### src/sv/smm_pkg.sv
// ----------------------------------------------------------------------------
// smm_pkg
// Shared types and constants of the square matrix multiply block.
// ----------------------------------------------------------------------------
package smm_pkg;

   localparam int MAX_SIZE_DEFAULT      = 16;
   localparam int ELEMENT_WIDTH_DEFAULT = 16;

   localparam int IDX_W   = 4;
   localparam int SIZE_W  = 5;
   localparam int FUNC_W  = 2;
   localparam int VALUE_W = 32;
   localparam int ELEM_IN_W = 16;

   localparam logic [SIZE_W-1:0] SIZE_RESET = 5'd16;
   localparam int SIZE_LIMIT = 16;

   localparam logic [FUNC_W-1:0] FUNC_WRITE_A = 2'd0;
   localparam logic [FUNC_W-1:0] FUNC_WRITE_B = 2'd1;
   localparam logic [FUNC_W-1:0] FUNC_COMPUTE = 2'd2;

   localparam int CMD_DEPTH = 4;
   localparam int CMD_PTR_W = 2;
   localparam int CMD_CNT_W = 3;

   localparam int RSP_DEPTH = 4;
   localparam int RSP_PTR_W = 2;
   localparam int RSP_CNT_W = 3;

   typedef struct packed {
      logic                      is_compute;
      logic                      sel_b;
      logic [IDX_W-1:0]          row;
      logic [IDX_W-1:0]          col;
      logic signed [VALUE_W-1:0] value;
   } smm_cmd_type;

   typedef struct packed {
      logic [IDX_W-1:0]          row;
      logic [IDX_W-1:0]          col;
      logic signed [VALUE_W-1:0] value;
      logic                      last;
   } smm_rsp_type;

endpackage

### src/sv/smm_front.sv
// ----------------------------------------------------------------------------
// smm_front
// Accepts request items, drops those with no effect and queues the rest
// as commands for the compute side.
// ----------------------------------------------------------------------------
module smm_front #(
   parameter int MAX_SIZE = smm_pkg::MAX_SIZE_DEFAULT
) (
   input  logic                                clock,
   input  logic                                reset,
   input  logic                                push,
   output logic                                full,
   input  logic [smm_pkg::FUNC_W-1:0]          req_func,
   input  logic [smm_pkg::IDX_W-1:0]           req_row_index,
   input  logic [smm_pkg::IDX_W-1:0]           req_col_index,
   input  logic signed [smm_pkg::ELEM_IN_W-1:0] req_element_value,
   input  logic [smm_pkg::SIZE_W-1:0]          active_size,
   output logic                                cmd_valid,
   output smm_pkg::smm_cmd_type                cmd,
   input  logic                                cmd_pop
);
   import smm_pkg::*;

   smm_cmd_type          queue_ff [CMD_DEPTH];
   logic [CMD_PTR_W-1:0] wr_ptr_ff, wr_ptr_in;
   logic [CMD_PTR_W-1:0] rd_ptr_ff, rd_ptr_in;
   logic [CMD_CNT_W-1:0] count_ff, count_in;

   logic        is_write;
   logic        in_store;
   logic        is_comp;
   logic        enq;
   smm_cmd_type new_cmd;

   always_comb begin
      is_write = (req_func == FUNC_WRITE_A) || (req_func == FUNC_WRITE_B);
      in_store = (int'(req_row_index) < MAX_SIZE) && (int'(req_col_index) < MAX_SIZE);
      is_comp  = (req_func == FUNC_COMPUTE) && (SIZE_W'(req_row_index) < active_size);
      full     = (count_ff == CMD_CNT_W'(CMD_DEPTH));
      enq      = push && !full && ((is_write && in_store) || is_comp);

      new_cmd.is_compute = is_comp;
      new_cmd.sel_b      = (req_func == FUNC_WRITE_B);
      new_cmd.row        = req_row_index;
      new_cmd.col        = req_col_index;
      new_cmd.value      = VALUE_W'(req_element_value);

      cmd_valid = (count_ff != '0);
      cmd       = queue_ff[rd_ptr_ff];

      wr_ptr_in = enq ? wr_ptr_ff + CMD_PTR_W'(1) : wr_ptr_ff;
      rd_ptr_in = cmd_pop ? rd_ptr_ff + CMD_PTR_W'(1) : rd_ptr_ff;
      count_in  = count_ff;
      if (enq && !cmd_pop) begin
         count_in = count_ff + CMD_CNT_W'(1);
      end else if (!enq && cmd_pop) begin
         count_in = count_ff - CMD_CNT_W'(1);
      end
   end

   always_ff @(posedge clock) begin
      if (enq) begin
         queue_ff[wr_ptr_ff] <= new_cmd;
      end
   end

   always_ff @(posedge clock) begin
      if (reset) begin
         wr_ptr_ff <= '0;
         rd_ptr_ff <= '0;
         count_ff  <= '0;
      end else begin
         wr_ptr_ff <= wr_ptr_in;
         rd_ptr_ff <= rd_ptr_in;
         count_ff  <= count_in;
      end
   end

endmodule

### config.mk
export PLATFORM = sky130hd
export DESIGN_NAME = smm_front
export DESIGN_NICKNAME = d
export VERILOG_FILES = /design/src/sv/smm_pkg.sv /design/src/sv/smm_front.sv
export SDC_FILE = /design/constraint.sdc
export NUM_CORES = 1
export LEC_CHECK = 0
export BUFFER_PORTS_ARGS = -buffer_cell sky130_fd_sc_hd__buf_2
export CAP_MARGIN = 20
export CORE_UTILIZATION = 30
export DETAILED_ROUTE_END_ITERATION = 8
export PLACE_DENSITY = 0.52
export SLEW_MARGIN = 10
export SYNTH_ARGS = -nofsm -noshare
export SYNTH_HDL_FRONTEND = slang
export SYNTH_SLANG_ARGS = --single-unit
export TNS_END_PERCENT = 50
### constraint.sdc
create_clock -name clock -period 4.4 [get_ports clock]
set_input_delay 1.32 -clock clock [delete_from_list [all_inputs] [get_ports clock]]
set_output_delay 1.32 -clock clock [all_outputs]
set_load 0.05 [all_outputs]
==> results of run 1 <==
kinds of logic (layout without fill, tap and decap cells):
| logic type | Yosys count | count (layout) | synth area share |
|---|---|---|---|
| AO/OA/AOI/OAI | 6 | 6 | 0.01230 |
| XOR/XNOR | 4 | 4 | 0.007831 |
| adder cells (fa/ha/maj) | 9 | 9 | 0.02685 |
| buffers and inverters | 30 | 124 | 0.04334 |
| flip-flops | 113 | 113 | 0.7383 |
| multiplexers | 29 | 29 | 0.1387 |
| AND/OR/NAND/NOR | 26 | 26 | 0.03272 |
final cells by class:
class / count / area share
clock buffers: 17 / 0.07561
repair buffers: 85 / 0.07872
multi-input cells: 74 / 0.1741
flip-flops and latches: 113 / 0.5875
inverters: 7 / 0.004670
well taps: 184 / 0.04092
clock inverters: 15 / 0.03847
state kept, by name, summed over array words and instances, names as in the netlist, named ones only:
name       flops
queue_ff     104
rd_ptr_ff      2
wr_ptr_ff      2
count_ff       3
worst max-delay path by stage:
stage	startpoint	endpoint	slack [ns]	cells past startpoint
floorplan	active_size[2]	count_ff[2]$_SDFFE_PP0P_	0.93	11
global placement	req_row_index[2]	count_ff[2]$_SDFFE_PP0P_	0.70	11
detailed placement	req_row_index[2]	count_ff[2]$_SDFFE_PP0P_	0.59	11
CTS	flop	cmd[40]	0.83	3
global route	flop	cmd[26]	0.77	3
finish	flop	cmd[36]	0.93	3
layer usage:
| layer | global-route usage | routed length [um] | part of all wire |
|---|---|---|---|
| met1 | 0.1305 | 3153 | 0.39 |
| met4 | 0.05134 | 105 | 0.013 |
| met5 | 0 | 0 | 0 |
| met3 | 0.04487 | 513 | 0.063 |
| met2 | 0.1996 | 4341 | 0.54 |
worst max-delay path, stage by stage, from the launching register on:
cell     delay (ns)
dfxtp_2        0.60
buf_4          0.35
mux4_2         0.56
buf_2          0.23
power by group through the flow:
stage                     logic (mW)  clock network, mW  registers (mW)
final                          0.576               1.46            1.29
after detailed placement       0.586                  0            1.31
after global routing           0.619               1.53            1.30
after global placement         0.583                  0            1.31
after floorplan                0.496                  0            1.29
after CTS                      0.587               1.49            1.29
layout by cell type (no fill, tap or decap):
| cell | n |
|---|---|
| mux2_4 | 1 |
| mux2i_1 | 2 |
| and2_2 | 4 |
| clkinv_1 | 2 |
| buf_4 | 7 |
| edfxtp_1 | 104 |
| a21oi_1 | 1 |
| fa_1 | 1 |
| xnor2_1 | 1 |
| bufinv_16 | 5 |
| inv_1 | 7 |
| mux4_2 | 26 |
| clkbuf_16 | 17 |
| nor4b_1 | 1 |
| and2b_2 | 1 |
| o21a_1 | 1 |
| a211oi_4 | 1 |
| or3_1 | 2 |
| a21oi_2 | 1 |
| nor2_1 | 8 |
| nor2b_1 | 2 |
| o21ai_2 | 1 |
| clkinv_4 | 3 |
| nand2b_1 | 3 |
| nand2_1 | 3 |
| and3b_1 | 1 |
| clkinvlp_4 | 3 |
| nor3b_1 | 1 |
| clkinv_2 | 2 |
| dfxtp_1 | 7 |
| o21ai_0 | 1 |
| ha_1 | 8 |
| xor2_1 | 3 |
| dfxtp_2 | 2 |
| buf_2 | 78 |
==> results.json, run 1 <==
{
  "cts_buffers": 17,
  "r2r_end": "count_ff[2]$_SDFFE_PP0P_",
  "worst_hold_slack_ns": 0.5185,
  "start_util": 0.3079,
  "via_count": 2208,
  "ctsResizeCount": 0,
  "cp.arrival_ns": 2.15,
  "clock-sinks": 113,
  "netlist_top_cells_count": "edfxtp_1, mux4_2, buf_4, dfxtp_1",
  "fin_crit_ns": 3.469,
  "pwr-share-seq": 0.388,
  "rsz0062_at_grt": "no",
  "placedCellCount": 463,
  "area_growth_syn_to_layout_pct": 25.76,
  "status": "complete, no violations",
  "grt_use_total": 0.1175,
  "cts_tree": "done",
  "hold_depth": 2,
  "port-buffer-count": 78,
  "r2r_slack_ns": 2.01,
  "r2r_start": "count_ff[0]$_SDFFE_PP0P_",
  "switching_share": 0.2741,
  "fin_crit_sh": 0.7883,
  "fin_cells": 495,
  "cts_buffer_depth": 2,
  "setup.worst_path.start_class": "flop",
  "critPathMaxFanout": 12,
  "max_cap_violations": 0,
  "p_leak_nw": 2.026,
  "drtPass1Iterations": 4,
  "dp_hpwl_um": 5221,
  "ys.flop_type": "edfxtp_1",
  "synth_enable_flop_cells": 104,
  "yosysTopAreaCell": "edfxtp_1",
  "worst_slew_pin_slew_ns": 0.7545,
  "rr_worst_depth": 9,
  "nFillCells": 1358,
  "n_antenna_cell": 0,
  "yosys.area.top_type_share": 0.6980,
  "yosysSeqAreaShare": 0.7383,
  "setup_viol": 0,
  "pwr-share-clk": 0.439,
  "ir_drop_mv": 0.2644,
  "syn-num-nets": 261,
  "insertion_delay_ns": 0.40,
  "slew_headroom": 0.4970,
  "fin_skew_ns": 0.006494,
  "dieWidth_um": 124.1,
  "finalInstanceArea_um2": 5627,
  "power_frac_comb": 0.173,
  "finalMaxSlewViolations": 0,
  "power_density_nw_per_um2": 591.0,
  "drive_gt1_frac": 0.4887,
  "setup_slack_ns": 0.9314,
  "yosysUniqueCellTypes": 31,
  "die-area_um2": 15410,
  "clk_pin_slew_ns": 0.05,
  "drtIter0Drc": 115,
  "grt_pass1_vias": 2349,
  "yosys_warnings": 0,
  "die_y_um": 124.1,
  "wl_um": 8113,
  "rows": 44,
  "core_um2": 14530,
  "final_antenna_net_count": 0,
  "grt_overflow": 0,
  "wl_per_cell_um": 16.39,
  "synthArstFlopShare": 0,
  "critPathRequiredTime_ns": 3.08,
  "cp-end-kind": "output port",
  "cts_setup_buffers": 0,
  "min_to": "wr_ptr_ff[1]$_SDFFE_PP0P_",
  "ys_ff_latch": 113,
  "multiInputGateArea_um2": 979.7,
  "finalHoldViolCount": 0,
  "antenna_found_initial": 0,
  "max_freq_ghz": 0.2883,
  "syn_area_um2": 4474,
  "htreeDepth": 4,
  "postSynthCellCount": 217,
  "holdBufCountCts": 0,
  "seq_area_um2": 3306,
  "p_sw_uw": 911.3,
  "min_from": "wr_ptr_ff[1]$_SDFFE_PP0P_",
  "io-pin-count": 79,
  "p_int_mw": 2.414,
  "critPathKind": "flop to output port",
  "nets": 342,
  "hold_path_class": "flop to flop",
  "synth_area_leaders": "edfxtp_1, mux4_2, dfxtp_1",
  "drc_errors": 0,
  "yosysMostFrequentCell": "edfxtp_1",
  "grt_max_degree": 27,
  "grt_pass1_wl_um": 12570,
  "viasPerCell": 4.461,
  "fin_setup_tns_ns": 0,
  "cts_root_buf": "clkbuf_16",
  "syn_area_per_cell_um2": 20.62,
  "placed_area_um2": 4985,
  "utilization": 0.3871,
  "p_total_mw": 3.325,
  "gp_congestion": 0.6526,
  "dpl_worst_slack_ns": 0.5934
}
No activity file was read; power rests on OpenSTA's default activity.
==> inputs of run 2 (changes only) <==
- PLACE_DENSITY: 0.52 -> 0.54
- clock period: 4.4 -> 2.98 ns (I/O delays scaled with it)
==> run 2 against run 1 <==
Wire length down 1.4%. Largest cell class unchanged. Core utilization rose by 0.97 points. Critical endpoint is now cmd[32]. Global-route usage down 0.15 points.
==> results.json, run 2 (synthesis gave the netlist of run 1 again) <==
{
  "status": "complete, no violations",
  "clock-sinks": 113,
  "setup_viol": 0,
  "cts_buffers": 17,
  "port-buffer-count": 78,
  "antenna_found_initial": 1,
  "max_cap_violations": 0,
  "largest_register_ffs": 104,
  "grt_use_total": 0.1160,
  "area_growth_syn_to_layout_pct": 28.91,
  "fin_crit_sh": 0.9439,
  "start_util": 0.3079,
  "dieWidth_um": 124.1,
  "fin_crit_ns": 2.813,
  "grtUsageMet2": 0.1796,
  "met1_usage": 0.1395,
  "slowest_delay_ns": 0.54,
  "dpl_worst_slack_ns": -0.1010,
  "wl_per_cell_um": 15.77,
  "busiest_layer": "met2",
  "ir_drop_mv": 0.3647,
  "n_antenna_cell": 0,
  "power_density_nw_per_um2": 822.8,
  "layout_common_cells": "edfxtp_1, buf_2, mux4_2, clkbuf_16, buf_4",
  "grt_max_degree": 18,
  "worst_slew_pin_slew_ns": 0.3578,
  "final_common_cell": "edfxtp_1",
  "met3_usage": 0.04991,
  "setup.worst_path.start_class": "flop",
  "critPathRequiredTime_ns": 2.09,
  "placedCellCount": 475,
  "clk_pin_slew_ns": 0.05,
  "cts_buffer_depth": 2,
  "grt_overflow": 0,
  "fin_cells": 507,
  "cp-end-kind": "output port",
  "die_y_um": 124.1,
  "io-pin-count": 79,
  "htreeDepth": 4,
  "rsz0062_at_grt": "no",
  "holdBufCountCts": 0,
  "die-area_um2": 15410,
  "via_count": 2256,
  "wl_um": 7997,
  "drtPass1Iterations": 4,
  "nets": 354,
  "cts_setup_buffers": 0,
  "gp_congestion": 0.6372,
  "largest_register": "queue_ff",
  "grt_pass1_vias": 2335,
  "hold_path_class": "flop to flop",
  "worst_hold_slack_ns": 0.5067,
  "drtIter0Drc": 148,
  "slew_headroom": 0.7614,
  "max_freq_ghz": 0.3555,
  "viasPerCell": 4.450,
  "reg.largest.list": "queue_ff: 104 flops, count_ff: 3 flops",
  "fin_skew_ns": 0.007544,
  "placed_area_um2": 5191,
  "final_antenna_net_count": 0,
  "finalMaxSlewViolations": 0,
  "p_leak_nw": 2.089,
  "critPathKind": "flop to output port",
  "r2r_slack_ns": 0.78,
  "cts_root_buf": "clkbuf_16",
  "core_um2": 14530,
  "r2r_end": "count_ff[2]$_SDFFE_PP0P_",
  "cts_tree": "done",
  "worstSetupEndpoint": "cmd[32]",
  "insertion_delay_ns": 0.41,
  "drc_errors": 0,
  "crit_path_top_delay_cell": "dfxtp_2",
  "drive_gt1_frac": 0.5077,
  "grt_pass1_wl_um": 12350,
  "rows": 44,
  "crit_chain": "buf_4 -> mux4_2 -> buf_2",
  "setup_slack_ns": 0.1673,
  "finalHoldViolCount": 0,
  "finalInstanceArea_um2": 5768,
  "critPathMaxFanout": 9,
  "r2r_start": "count_ff[0]$_SDFFE_PP0P_",
  "nFillCells": 1344,
  "dp_hpwl_um": 5318,
  "rr_worst_depth": 9,
  "cp.arrival_ns": 1.92
}
[run 2: critical path: cells and delay by family (launching register included)]
kind                   cells  cell delay [ns]
buffers and inverters      2             0.46
multiplexers               1             0.50
flip-flops                 1             0.54
[run 2: worst min-delay path by stage]
stage                                        start                       end  slack (ns)  cells past startpoint
after global routing      count_ff[2]$_SDFFE_PP0P_  count_ff[2]$_SDFFE_PP0P_        0.54                      2
after global placement    count_ff[2]$_SDFFE_PP0P_  count_ff[2]$_SDFFE_PP0P_        0.48                      2
final                     count_ff[2]$_SDFFE_PP0P_  count_ff[2]$_SDFFE_PP0P_        0.51                      2
after CTS                 count_ff[2]$_SDFFE_PP0P_  count_ff[2]$_SDFFE_PP0P_        0.51                      2
after floorplan           count_ff[2]$_SDFFE_PP0P_  count_ff[2]$_SDFFE_PP0P_        0.46                      2
after detailed placement  count_ff[2]$_SDFFE_PP0P_  count_ff[2]$_SDFFE_PP0P_        0.50                      2
[run 2: metal layers]
| layer | vias up | share of wire |
|---|---|---|
| met5 | - | 0.0016 |
| met4 | 2 | 0.017 |
| met3 | 18 | 0.065 |
| met2 | 80 | 0.47 |
| met1 | 1123 | 0.44 |
| li1 | 1033 | - |
[run 2: timing repair]
| action | CTS | global route |
|---|---|---|
| endpoints found under the hold margin | 0 | 0 |
| endpoints found under the setup margin | 0 | 17 |
| resized for setup | 0 | 1 |
[run 2: report_power, final]
part / total, mW / leakage [nW] / internal [mW] / switching (mW)
clock network: 1.94 / 0.283 / 1.29 / 0.653
logic: 0.908 / 0.782 / 0.283 / 0.624
registers: 1.89 / 1.02 / 1.85 / 0.0485
total: 4.75 / 2.09 / 3.42 / 1.33
[run 2: per-stage QoR]
step | power (mW) | utilization | TNS [ns]
floorplan | 2.637 | - | 0
global placement | 2.842 | 0.3572 | -0.006675
detailed placement | 2.852 | 0.3572 | -0.1010
CTS | 4.810 | 0.3968 | 0
global route | 4.924 | 0.3969 | 0
finish | 4.746 | 0.3969 | 0
[run 2: layout make-up]
| type | instances | area, um2 | share of cell area |
|---|---|---|---|
| Clock inverter | 14 | 146.4 | 0.02538 |
| Inverter | 7 | 26.28 | 0.004555 |
| Multi-Input combinational cell | 74 | 997.2 | 0.1729 |
| Tap cell | 184 | 230.2 | 0.03991 |
| Timing Repair Buffer | 97 | 633.1 | 0.1098 |
| Clock buffer | 18 | 429.2 | 0.07440 |
| Sequential cell | 113 | 3306 | 0.5731 |
