## config.mk

```make
export PLATFORM = sky130hd
export DESIGN_NAME = smm_rsp_queue
export DESIGN_NICKNAME = d
export VERILOG_FILES = /design/src/sv/smm_pkg.sv /design/src/sv/smm_rsp_queue.sv
export SDC_FILE = /design/constraint.sdc
export NUM_CORES = 1
export LEC_CHECK = 0
export BUFFER_PORTS_ARGS = -buffer_cell sky130_fd_sc_hd__buf_2
export CORE_MARGIN = 3
export CORE_UTILIZATION = 23
export DETAILED_ROUTE_END_ITERATION = 10
export PLACE_DENSITY_LB_ADDON = 0.2
export SYNTH_ARGS = -nofsm -noshare
export SYNTH_HDL_FRONTEND = slang
export SYNTH_SLANG_ARGS = --single-unit
```

## constraint.sdc

```tcl
create_clock -name clock -period 5.26 [get_ports clock]
set_input_delay 0.526 -clock clock [delete_from_list [all_inputs] [get_ports clock]]
set_output_delay 0.526 -clock clock [all_outputs]
set_load 0.05 [all_outputs]
```

## src/sv/smm_pkg.sv

```systemverilog
// ----------------------------------------------------------------------------
// smm_pkg
// Shared types and constants of the square matrix multiply block.
// ----------------------------------------------------------------------------
package smm_pkg;

   localparam int MAX_SIZE_DEFAULT      = 16;
   localparam int ELEMENT_WIDTH_DEFAULT = 16;

   localparam int IDX_W   = 4;
   localparam int SIZE_W  = 5;
   localparam int FUNC_W  = 2;
   localparam int VALUE_W = 32;
   localparam int ELEM_IN_W = 16;

   localparam logic [SIZE_W-1:0] SIZE_RESET = 5'd16;
   localparam int SIZE_LIMIT = 16;

   localparam logic [FUNC_W-1:0] FUNC_WRITE_A = 2'd0;
   localparam logic [FUNC_W-1:0] FUNC_WRITE_B = 2'd1;
   localparam logic [FUNC_W-1:0] FUNC_COMPUTE = 2'd2;

   localparam int CMD_DEPTH = 4;
   localparam int CMD_PTR_W = 2;
   localparam int CMD_CNT_W = 3;

   localparam int RSP_DEPTH = 4;
   localparam int RSP_PTR_W = 2;
   localparam int RSP_CNT_W = 3;

   typedef struct packed {
      logic                      is_compute;
      logic                      sel_b;
      logic [IDX_W-1:0]          row;
      logic [IDX_W-1:0]          col;
      logic signed [VALUE_W-1:0] value;
   } smm_cmd_type;

   typedef struct packed {
      logic [IDX_W-1:0]          row;
      logic [IDX_W-1:0]          col;
      logic signed [VALUE_W-1:0] value;
      logic                      last;
   } smm_rsp_type;

endpackage

```

## src/sv/smm_rsp_queue.sv

```systemverilog
// ----------------------------------------------------------------------------
// smm_rsp_queue
// Result queue between the compute pipeline and the response port.
// ----------------------------------------------------------------------------
module smm_rsp_queue (
   input  logic                          clock,
   input  logic                          reset,
   input  logic                          rsp_push,
   input  smm_pkg::smm_rsp_type          rsp_in,
   input  logic                          pop,
   output logic                          empty,
   output smm_pkg::smm_rsp_type          rsp_out,
   output logic [smm_pkg::RSP_CNT_W-1:0] count
);
   import smm_pkg::*;

   smm_rsp_type          queue_ff [RSP_DEPTH];
   logic [RSP_PTR_W-1:0] wr_ptr_ff, wr_ptr_in;
   logic [RSP_PTR_W-1:0] rd_ptr_ff, rd_ptr_in;
   logic [RSP_CNT_W-1:0] count_ff, count_in;
   logic                 deq;

   always_comb begin
      empty   = (count_ff == '0);
      count   = count_ff;
      rsp_out = queue_ff[rd_ptr_ff];
      deq     = pop && !empty;

      wr_ptr_in = rsp_push ? wr_ptr_ff + RSP_PTR_W'(1) : wr_ptr_ff;
      rd_ptr_in = deq ? rd_ptr_ff + RSP_PTR_W'(1) : rd_ptr_ff;
      count_in  = count_ff;
      if (rsp_push && !deq) begin
         count_in = count_ff + RSP_CNT_W'(1);
      end else if (!rsp_push && deq) begin
         count_in = count_ff - RSP_CNT_W'(1);
      end
   end

   always_ff @(posedge clock) begin
      if (rsp_push) begin
         queue_ff[wr_ptr_ff] <= rsp_in;
      end
   end

   always_ff @(posedge clock) begin
      if (reset) begin
         wr_ptr_ff <= '0;
         rd_ptr_ff <= '0;
         count_ff  <= '0;
      end else begin
         wr_ptr_ff <= wr_ptr_in;
         rd_ptr_ff <= rd_ptr_in;
         count_ff  <= count_in;
      end
   end

endmodule

```

==> qor.csv, run 1 <==
stage,metric,value,unit
place,dp.cells,713,
sta,setup_viol,0,
hold_path,hp-class,input port to flop,
clock_network,postCtsHoldBufs,0,
hold_path,worstHoldStart,rsp_in[40],
run_status,status,completed,
sta,max_slew_margin,40.9,%
sta,drv_slew,0,
floorplanning,core_area,0.0272,mm²
global_route,grt_overflow_total,0,
layout,nets,411,
layout,layout_common_cells,"164 x edfxtp_1, 89 x buf_2, 40 x mux4_2",
drt,remaining_drc_errors,0,
layout,fin_cells,744,
yosys,syn-cell-area,0.00640,mm²
yosys,ys_types,23,
layout,final_common_cell,edfxtp_1,
global_route,grt_max_degree,42,
yosys,syn_nets,309,
yosys,synthCells,258,
yosys,seq_area_frac_synth,79.8,%
run,drv_cap,0,
layout,diodes,0,
critical_path,max_stage_delay,0.93,ns
clock_network,cts_sinks,173,
yosys,ys_warn_count,0,
drt,wl,12800,µm
sta,final.min_clock_period,2.78,ns
floorplanning,dieWidth,173,µm
critical_path,cp_cell_sequence,mux4_1 > buf_2,
sta,hold_viol,0,
critical_path,slowest_stage,dfxtp_4,
layout,layout-drive-gt1-share,45.4,%
critical_path,crit_fanout,41,
power_and_ir_drop,p_leak,2.59,nW
floorplanning,placementRows,60,
yosys,synthDominantCellAreaShare,77.0,%
clock_network,root_buffer,clkbuf_16,
critical_path,crit_buf_inv,1,
drt,via_per_inst,3.81,
floorplanning,fp.dieH,173,µm
sta,worstMarginPinSlew,0.887,ns
yosys,synthFlopType,edfxtp_1,
critical_path,arrival,2.26,ns
place,hpwlAfterDp,7560,µm
floorplanning,pin_count,90,
yosys,async_flop_share,0,%
sta,hold_ws,0.324,ns
clock_network,cts_made_buffers,17,
drt,firstDrtPassIters,6,
drt,drtIter0Drc,186,
drt,avgRoutedWirePerCell,17.3,µm
sta,max_freq,0.360,GHz
floorplanning,start_util,23.5,%
power_and_ir_drop,p_per_area,518,mW/mm²
floorplanning,dieArea,0.0299,mm²
yosys,ys_top_cells_by_area,"edfxtp_1 77%, mux4_2 14%, dfxtp_1 2.8%, buf_12 1.3%, ha_1 0.98%",
clock_network,cts_resized,0,
place,io_buffers,89,
global_route,antenna_found_initial,1,
global_route,grtUsageTotal,8.85,%
critical_path,cp.required,4.73,ns
sta,final.period_utilization,52.9,%
clock_network,cts_setup_buffers,0,
clock_network,clockBufferDepth,2,
layout,fillers,2720,
layout,area_growth,22.4,%
yosys,synth_edf_count,164,
global_route,grt_pass1_vias,3231,
yosys,yosys.area.top_type,edfxtp_1,
clock_network,htree_levels,4,
yosys,ys_seq_elements,173,
sta,rsz0062_at_grt,false,
critical_path,crit_family,flip-flops,
drt,ant_nets,0,
power_and_ir_drop,p_total,4.06,mW
critical_path,timing.rr.start,count[0],
clock_network,cts_tree,built,
yosys,avgSynthCellArea,24.8,µm²
sta,finClkSkew,0.00524,ns
clock_network,clkLatencyLatePin,0.42,ns
global_route,grt_first_pass_wirelength,19600,µm
critical_path,crit_path_start_kind,flop,
critical_path,path_class,flop to output port,
critical_path,cp-end-kind,output port,
sta,setup_tns,0,ns
place,finalWeightedCongestion,0.625,
clock_network,path_clk_slew,0.07,ns
power_and_ir_drop,ir_drop,0.000225,V
drt,vias,2836,
## synth_stat cells, types with 2 or more instances
library cell / n
dfxtp_1: 9
buf_2: 4
mux2i_1: 2
xor2_1: 4
edfxtp_1: 164
buf_12: 4
nor2_1: 7
and2_1: 4
mux4_2: 40
inv_1: 3
ha_1: 5
## worst reg2reg max path, stage by stage, from the launching register on
cell     delay [ns]
dfxtp_1        0.38
o31ai_1        0.41
ha_1           0.27
inv_1          0.06
fa_1           0.38
xor2_1         0.18
or3_1          0.31
a21oi_1        0.14
## power by group
group	total [mW]	switching, mW	internal [mW]
Combinational	1.07	0.716	0.355
Clock	1.27	0.522	0.751
Sequential	1.72	0.123	1.59
## cell type report
class                      count  area, µm²  area share (%)
tap                          372        465            5.94
multi-input combinational     71       1170            14.9
clock buffer                  19        433            5.53
sequential                   173       5110            65.2
timing repair buffer          94        483            6.17
clock inverter                12        163            2.08
inverter                       3       11.3           0.144
## metal layers
| layer | vias up | wire, µm | track usage (%) |
|---|---|---|---|
| li1 | 1282 | - | - |
| met5 | - | 13 | 0 |
| met2 | 58 | 6690 | 15.0 |
| met3 | 10 | 498 | 3.16 |
| met4 | 2 | 137 | 2.94 |
| met1 | 1484 | 5510 | 10.5 |
## kinds of logic (layout without fill, tap and decap cells)
family / Yosys count / in the layout / synth area share [%]
flops: 173 / 173 / 79.8
mux: 43 / 43 / 14.8
buf+inv: 14 / 128 / 2.03
simple gates: 13 / 13 / 0.978
fa+ha+maj: 6 / 6 / 1.29
xor+xnor: 5 / 5 / 0.684
compound gates: 4 / 4 / 0.411
## path summary, 6_finish.rpt
kind	endpoint	slack [ns]	depth (start not counted)
worst max-delay path	rsp_out[39]	2.48	2
worst min register to register	flop	0.53	2
worst min-delay path	queue_ff[0][40]	0.32	1
worst max register to register	count[2]	3.06	7
## sequential cells by signal (all words and copies together), names as in the netlist, named ones only
signal and count:
rd_ptr_ff 2, queue_ff 164, count 3, wr_ptr_ff 2
## stage by stage
step | utilization [%] | worst slack, ns | cell area (µm²)
floorplan | - | 3.03 | 6400
global placement | 26.6 | 2.82 | 7240
detailed placement | 26.6 | 2.83 | 7240
CTS | 28.8 | 2.36 | 7830
global route | 28.8 | 2.28 | 7830
finish | 28.8 | 2.48 | 7830
Power figures use the tool's default switching activity.
==> inputs of run 2 (changes only) <==
clock period = 2.8 ns   (was 5.26 ns; I/O delays follow)
==> qor.csv, run 2 (synthesis gave the netlist of run 1 again) <==
stage,metric,value,unit
power_and_ir_drop,ir_drop,0.000540,V
drt,firstDrtPassIters,4,
sta,worstMarginPinSlew,0.609,ns
sta,hold_viol,0,
place,hpwlAfterDp,7750,µm
hold_path,hold_depth,1,
drt,via_per_inst,3.88,
critical_path,reg2reg_slack,0.66,ns
power_and_ir_drop,p_int,5.20,mW
layout,final_area,0.00793,mm²
sta,setup_ws,0.405,ns
global_route,grtUsageTotal,8.68,%
place,place_worst_setup_slack,0.670,ns
critical_path,cp.required,2.52,ns
clock_network,path_clk_slew,0.06,ns
critical_path,crit_path_start_kind,flop,
floorplanning,dieArea,0.0299,mm²
sta,drv_slew,0,
place,placed_area,0.00733,mm²
clock_network,cts_setup_buffers,0,
sta,setup_tns,0,ns
clock_network,cts_made_buffers,17,
global_route,antenna_found_initial,2,
floorplanning,core_area,0.0272,mm²
layout,diodes,0,
floorplanning,fp.dieH,173,µm
sta,hold_ws,0.0832,ns
drt,vias,2895,
critical_path,cp-end-kind,output port,
clock_network,cts_sinks,173,
sta,max_freq,0.418,GHz
power_and_ir_drop,p_seq_share,40.3,%
floorplanning,dieWidth,173,µm
power_and_ir_drop,p_leak,2.62,nW
run,drv_cap,0,
power_and_ir_drop,p_clk_share,31.3,%
drt,drtIter0Drc,139,
drt,ant_nets,0,
power_and_ir_drop,p_sw,2.52,mW
layout,regMostFlops,queue_ff,
drt,avgRoutedWirePerCell,16.8,µm
global_route,grt_max_degree,42,
layout,fin_util,29.2,%
global_route,grt_first_pass_wirelength,19400,µm
layout,largest_reg_flops,164,
layout,final_common_cell,edfxtp_1,
sta,finClkSkew,0.00688,ns
layout,layout_common_cells,"164 x edfxtp_1, 89 x buf_2, 40 x mux4_2",
critical_path,timing.rr.start,count[0],
clock_network,cts_tree,built,
critical_path,crit_end,rsp_out[39],
sta,final.period_utilization,85.5,%
hold_path,hp-class,input port to flop,
critical_path,path_class,flop to output port,
global_route,grt_pass1_vias,3169,
critical_path,r2r-end,count[2],
sta,setup_viol,0,
clock_network,clkLatencyLatePin,0.41,ns
power_and_ir_drop,switching_share,32.6,%
layout,area_growth,24.0,%
sta,final.min_clock_period,2.39,ns
place,finalWeightedCongestion,0.661,
floorplanning,pin_count,90,
run_status,status,completed,
sta,max_slew_margin,59.4,%
clock_network,postCtsHoldBufs,0,
power_and_ir_drop,pwr-share-comb,28.4,%
power_and_ir_drop,p_per_area,973,mW/mm²
clock_network,htree_levels,4,
drt,wl,12500,µm
clock_network,cts_resized,0,
clock_network,root_buffer,clkbuf_16,
global_route,grt_overflow_total,0,
critical_path,r2r_cells,7,
floorplanning,placementRows,60,
sta,rsz0062_at_grt,false,
layout,layout-drive-gt1-share,44.5,%
critical_path,crit_fanout,14,
critical_path,arrival,2.11,ns
layout,nets,413,
clock_network,clockBufferDepth,2,
place,io_buffers,89,
floorplanning,start_util,23.5,%
drt,remaining_drc_errors,0,
==> run 2: changes by cell type in the layout (fill, tap and decap cells not counted), sizes merged <==
cell      delta
buf          +2
clkinv       +2
inv          -2
bufinv       +1
clkbuf       +1
clkinvlp     -1
==> run 2: worst min path at each step <==
| stage | startpoint | end |
|---|---|---|
| final | rsp_in[9] | queue_ff[1][9] |
| after global routing | rsp_in[9] | queue_ff[1][9] |
| after CTS | rsp_in[9] | queue_ff[1][9] |
| after detailed placement | rsp_in[4] | queue_ff[0][4] |
| after global placement | rsp_in[16] | queue_ff[3][16] |
| after floorplan | rsp_in[0] | queue_ff[0][0] |
==> run 2: final cells by class <==
class | instances | area (µm²)
fillers | 2706 | 19200
clock buffers | 20 | 437
well taps | 372 | 465
flip-flops and latches | 173 | 5110
repair buffers | 96 | 573
multi-input cells | 71 | 1170
clock inverters | 12 | 169
inverters | 3 | 11.3
==> run 2: worst max-delay path: stages, from the launching register on <==
cell,delay [ns]
dfxtp_4,0.55
buf_4,0.34
mux4_1,0.58
buf_2,0.23
==> run 2: through the flow <==
step,power (mW),cells
6_report,7.72,747
5_1_grt,8.08,747
4_1_cts,7.87,747
3_5_place_dp,5.43,715
3_3_place_gp,5.40,715
2_1_floorplan,4.97,258
==> run 2: power by group through the flow <==
stage                     sequential [mW]  clock, mW  combinational, mW
after floorplan                      3.14          0               1.83
after global placement               3.17          0               2.24
after detailed placement             3.18          0               2.25
after CTS                            3.12       2.50               2.25
after global routing                 3.14       2.62               2.32
final                                3.11       2.41               2.19
==> run 2: per-layer routing <==
metal	wire [µm]	GRT usage, %
met1	5660	11.3
met2	6150	13.8
met3	565	2.94
met4	142	2.53
met5	21	0
==> inputs of run 3 (changes only) <==
CORE_ASPECT_RATIO = 1.5   (was not set)
==> qor.csv, run 3 (synthesis gave the netlist of run 1 again) <==
stage,metric,value,unit
clock_network,root_buffer,clkbuf_16,
run,drv_cap,0,
run_status,status,completed,
global_route,grt_first_pass_wirelength,20200,µm
drt,ant_nets,0,
power_and_ir_drop,p_per_area,958,mW/mm²
critical_path,crit_path_start_kind,flop,
sta,worstMarginPinSlew,0.697,ns
global_route,grt_overflow_total,0,
critical_path,crit_family,flip-flops,
drt,firstDrtPassIters,4,
clock_network,clkLatencyLatePin,0.42,ns
power_and_ir_drop,ir_drop,0.000432,V
sta,setup_tns,0,ns
drt,avgRoutedWirePerCell,18.6,µm
drt,via_per_inst,4.04,
drt,drtIter0Drc,169,
critical_path,path_class,flop to output port,
critical_path,crit_fanout,17,
global_route,grtUsageTotal,9.35,%
sta,final.min_clock_period,2.41,ns
critical_path,arrival,2.13,ns
sta,drv_slew,0,
hold_path,worstHoldStart,rsp_in[25],
floorplanning,dieArea,0.0299,mm²
critical_path,max_stage_delay,0.59,ns
place,placed_area,0.00729,mm²
floorplanning,pin_count,90,
layout,regMostFlops,queue_ff,
drt,vias,2902,
place,finalWeightedCongestion,0.649,
drt,wl,13400,µm
layout,layout_common_cells,"164 x edfxtp_1, 89 x buf_2, 40 x mux4_2",
floorplanning,fp.dieH,210,µm
critical_path,r2r-end,count[2],
critical_path,crit_buf_inv,2,
sta,setup_ws,0.391,ns
critical_path,timing.rr.start,count[0],
sta,rsz0062_at_grt,false,
hold_path,holdPathEnd,queue_ff[1][25],
critical_path,cp.required,2.52,ns
sta,hold_ws,0.0703,ns
clock_network,cts_setup_buffers,0,
layout,final_common_cell,edfxtp_1,
sta,hold_viol,0,
floorplanning,start_util,23.4,%
critical_path,cp_cell_sequence,buf_4 > mux4_2 > buf_2,
layout,layout-drive-gt1-share,45.6,%
clock_network,postCtsHoldBufs,0,
clock_network,path_clk_slew,0.07,ns
floorplanning,dieWidth,142,µm
layout,area_growth,22.6,%
sta,max_freq,0.415,GHz
place,hpwlAfterDp,8150,µm
critical_path,slowest_stage,dfxtp_4,
clock_network,htree_levels,4,
layout,fin_cells,718,
sta,max_slew_margin,53.5,%
layout,nets,413,
hold_path,hold_depth,1,
sta,setup_viol,0,
critical_path,reg2reg_slack,0.56,ns
hold_path,hp-class,input port to flop,
place,dp.cells,685,
layout,final_area,0.00784,mm²
clock_network,cts_sinks,173,
sta,final.period_utilization,86.0,%
drt,remaining_drc_errors,0,
clock_network,cts_made_buffers,17,
floorplanning,placementRows,74,
layout,largest_reg_flops,164,
layout,fin_util,28.7,%
layout,fillers,2669,
place,place_worst_setup_slack,0.564,ns
power_and_ir_drop,p_total,7.51,mW
global_route,antenna_found_initial,2,
power_and_ir_drop,p_leak,2.59,nW
floorplanning,core_area,0.0273,mm²
place,io_buffers,89,
clock_network,cts_resized,0,
sta,finClkSkew,0.00569,ns
global_route,grt_pass1_vias,3287,
global_route,grt_max_degree,26,
critical_path,cp-end-kind,output port,
clock_network,clockBufferDepth,2,
critical_path,r2r_cells,7,
clock_network,cts_tree,built,
run 3: cell count changes in the layout (fill, tap and decap cells not counted), sizes merged:
cell	change
inv	+2
clkinv	-1
bufinv	-3
clkbuf	-2
clkinvlp	+4
diode	+1
run 3: where the power goes:
group          total [mW]  internal [mW]  switching (mW)  leakage, nW
sequential           3.15           2.99           0.151         1.58
clock                2.19           1.22           0.969        0.254
combinational        2.17          0.717            1.46        0.751
run 3: routing by layer:
metal	routed length, µm	GRT usage (%)
met1	5210	10.4
met2	7270	16.2
met3	640	2.93
met4	228	4.27
met5	13	0
run 3: final cells by class:
cell class / instances / area, µm² / area share (%)
flip-flops and latches: 173 / 5110 / 65.2
multi-input cells: 71 / 1170 / 14.9
repair buffers: 96 / 573 / 7.31
clock buffers: 18 / 429 / 5.47
well taps: 342 / 428 / 5.46
clock inverters: 14 / 120 / 1.53
inverters: 3 / 11.3 / 0.144
diodes: 1 / 2.50 / 0.0319
run 3: worst reg2reg max path, stage by stage, from the launching register on:
cell and delay (ns):
dfxtp_1 0.38, o31ai_1 0.42, ha_1 0.28, inv_1 0.07, fa_1 0.38, xor2_1 0.18
or3_1 0.32, a21oi_1 0.16
run 3: worst max path at each step:
stage	to	slack, ns	from	cells past startpoint
after floorplan	count[2]	0.57	count[0]	7
after global placement	count[2]	0.75	count[0]	7
after CTS	rsp_out[10]	0.28	flop	3
final	rsp_out[10]	0.39	flop	3
after global routing	rsp_out[10]	0.25	flop	3
after detailed placement	count[2]	0.56	count[0]	7
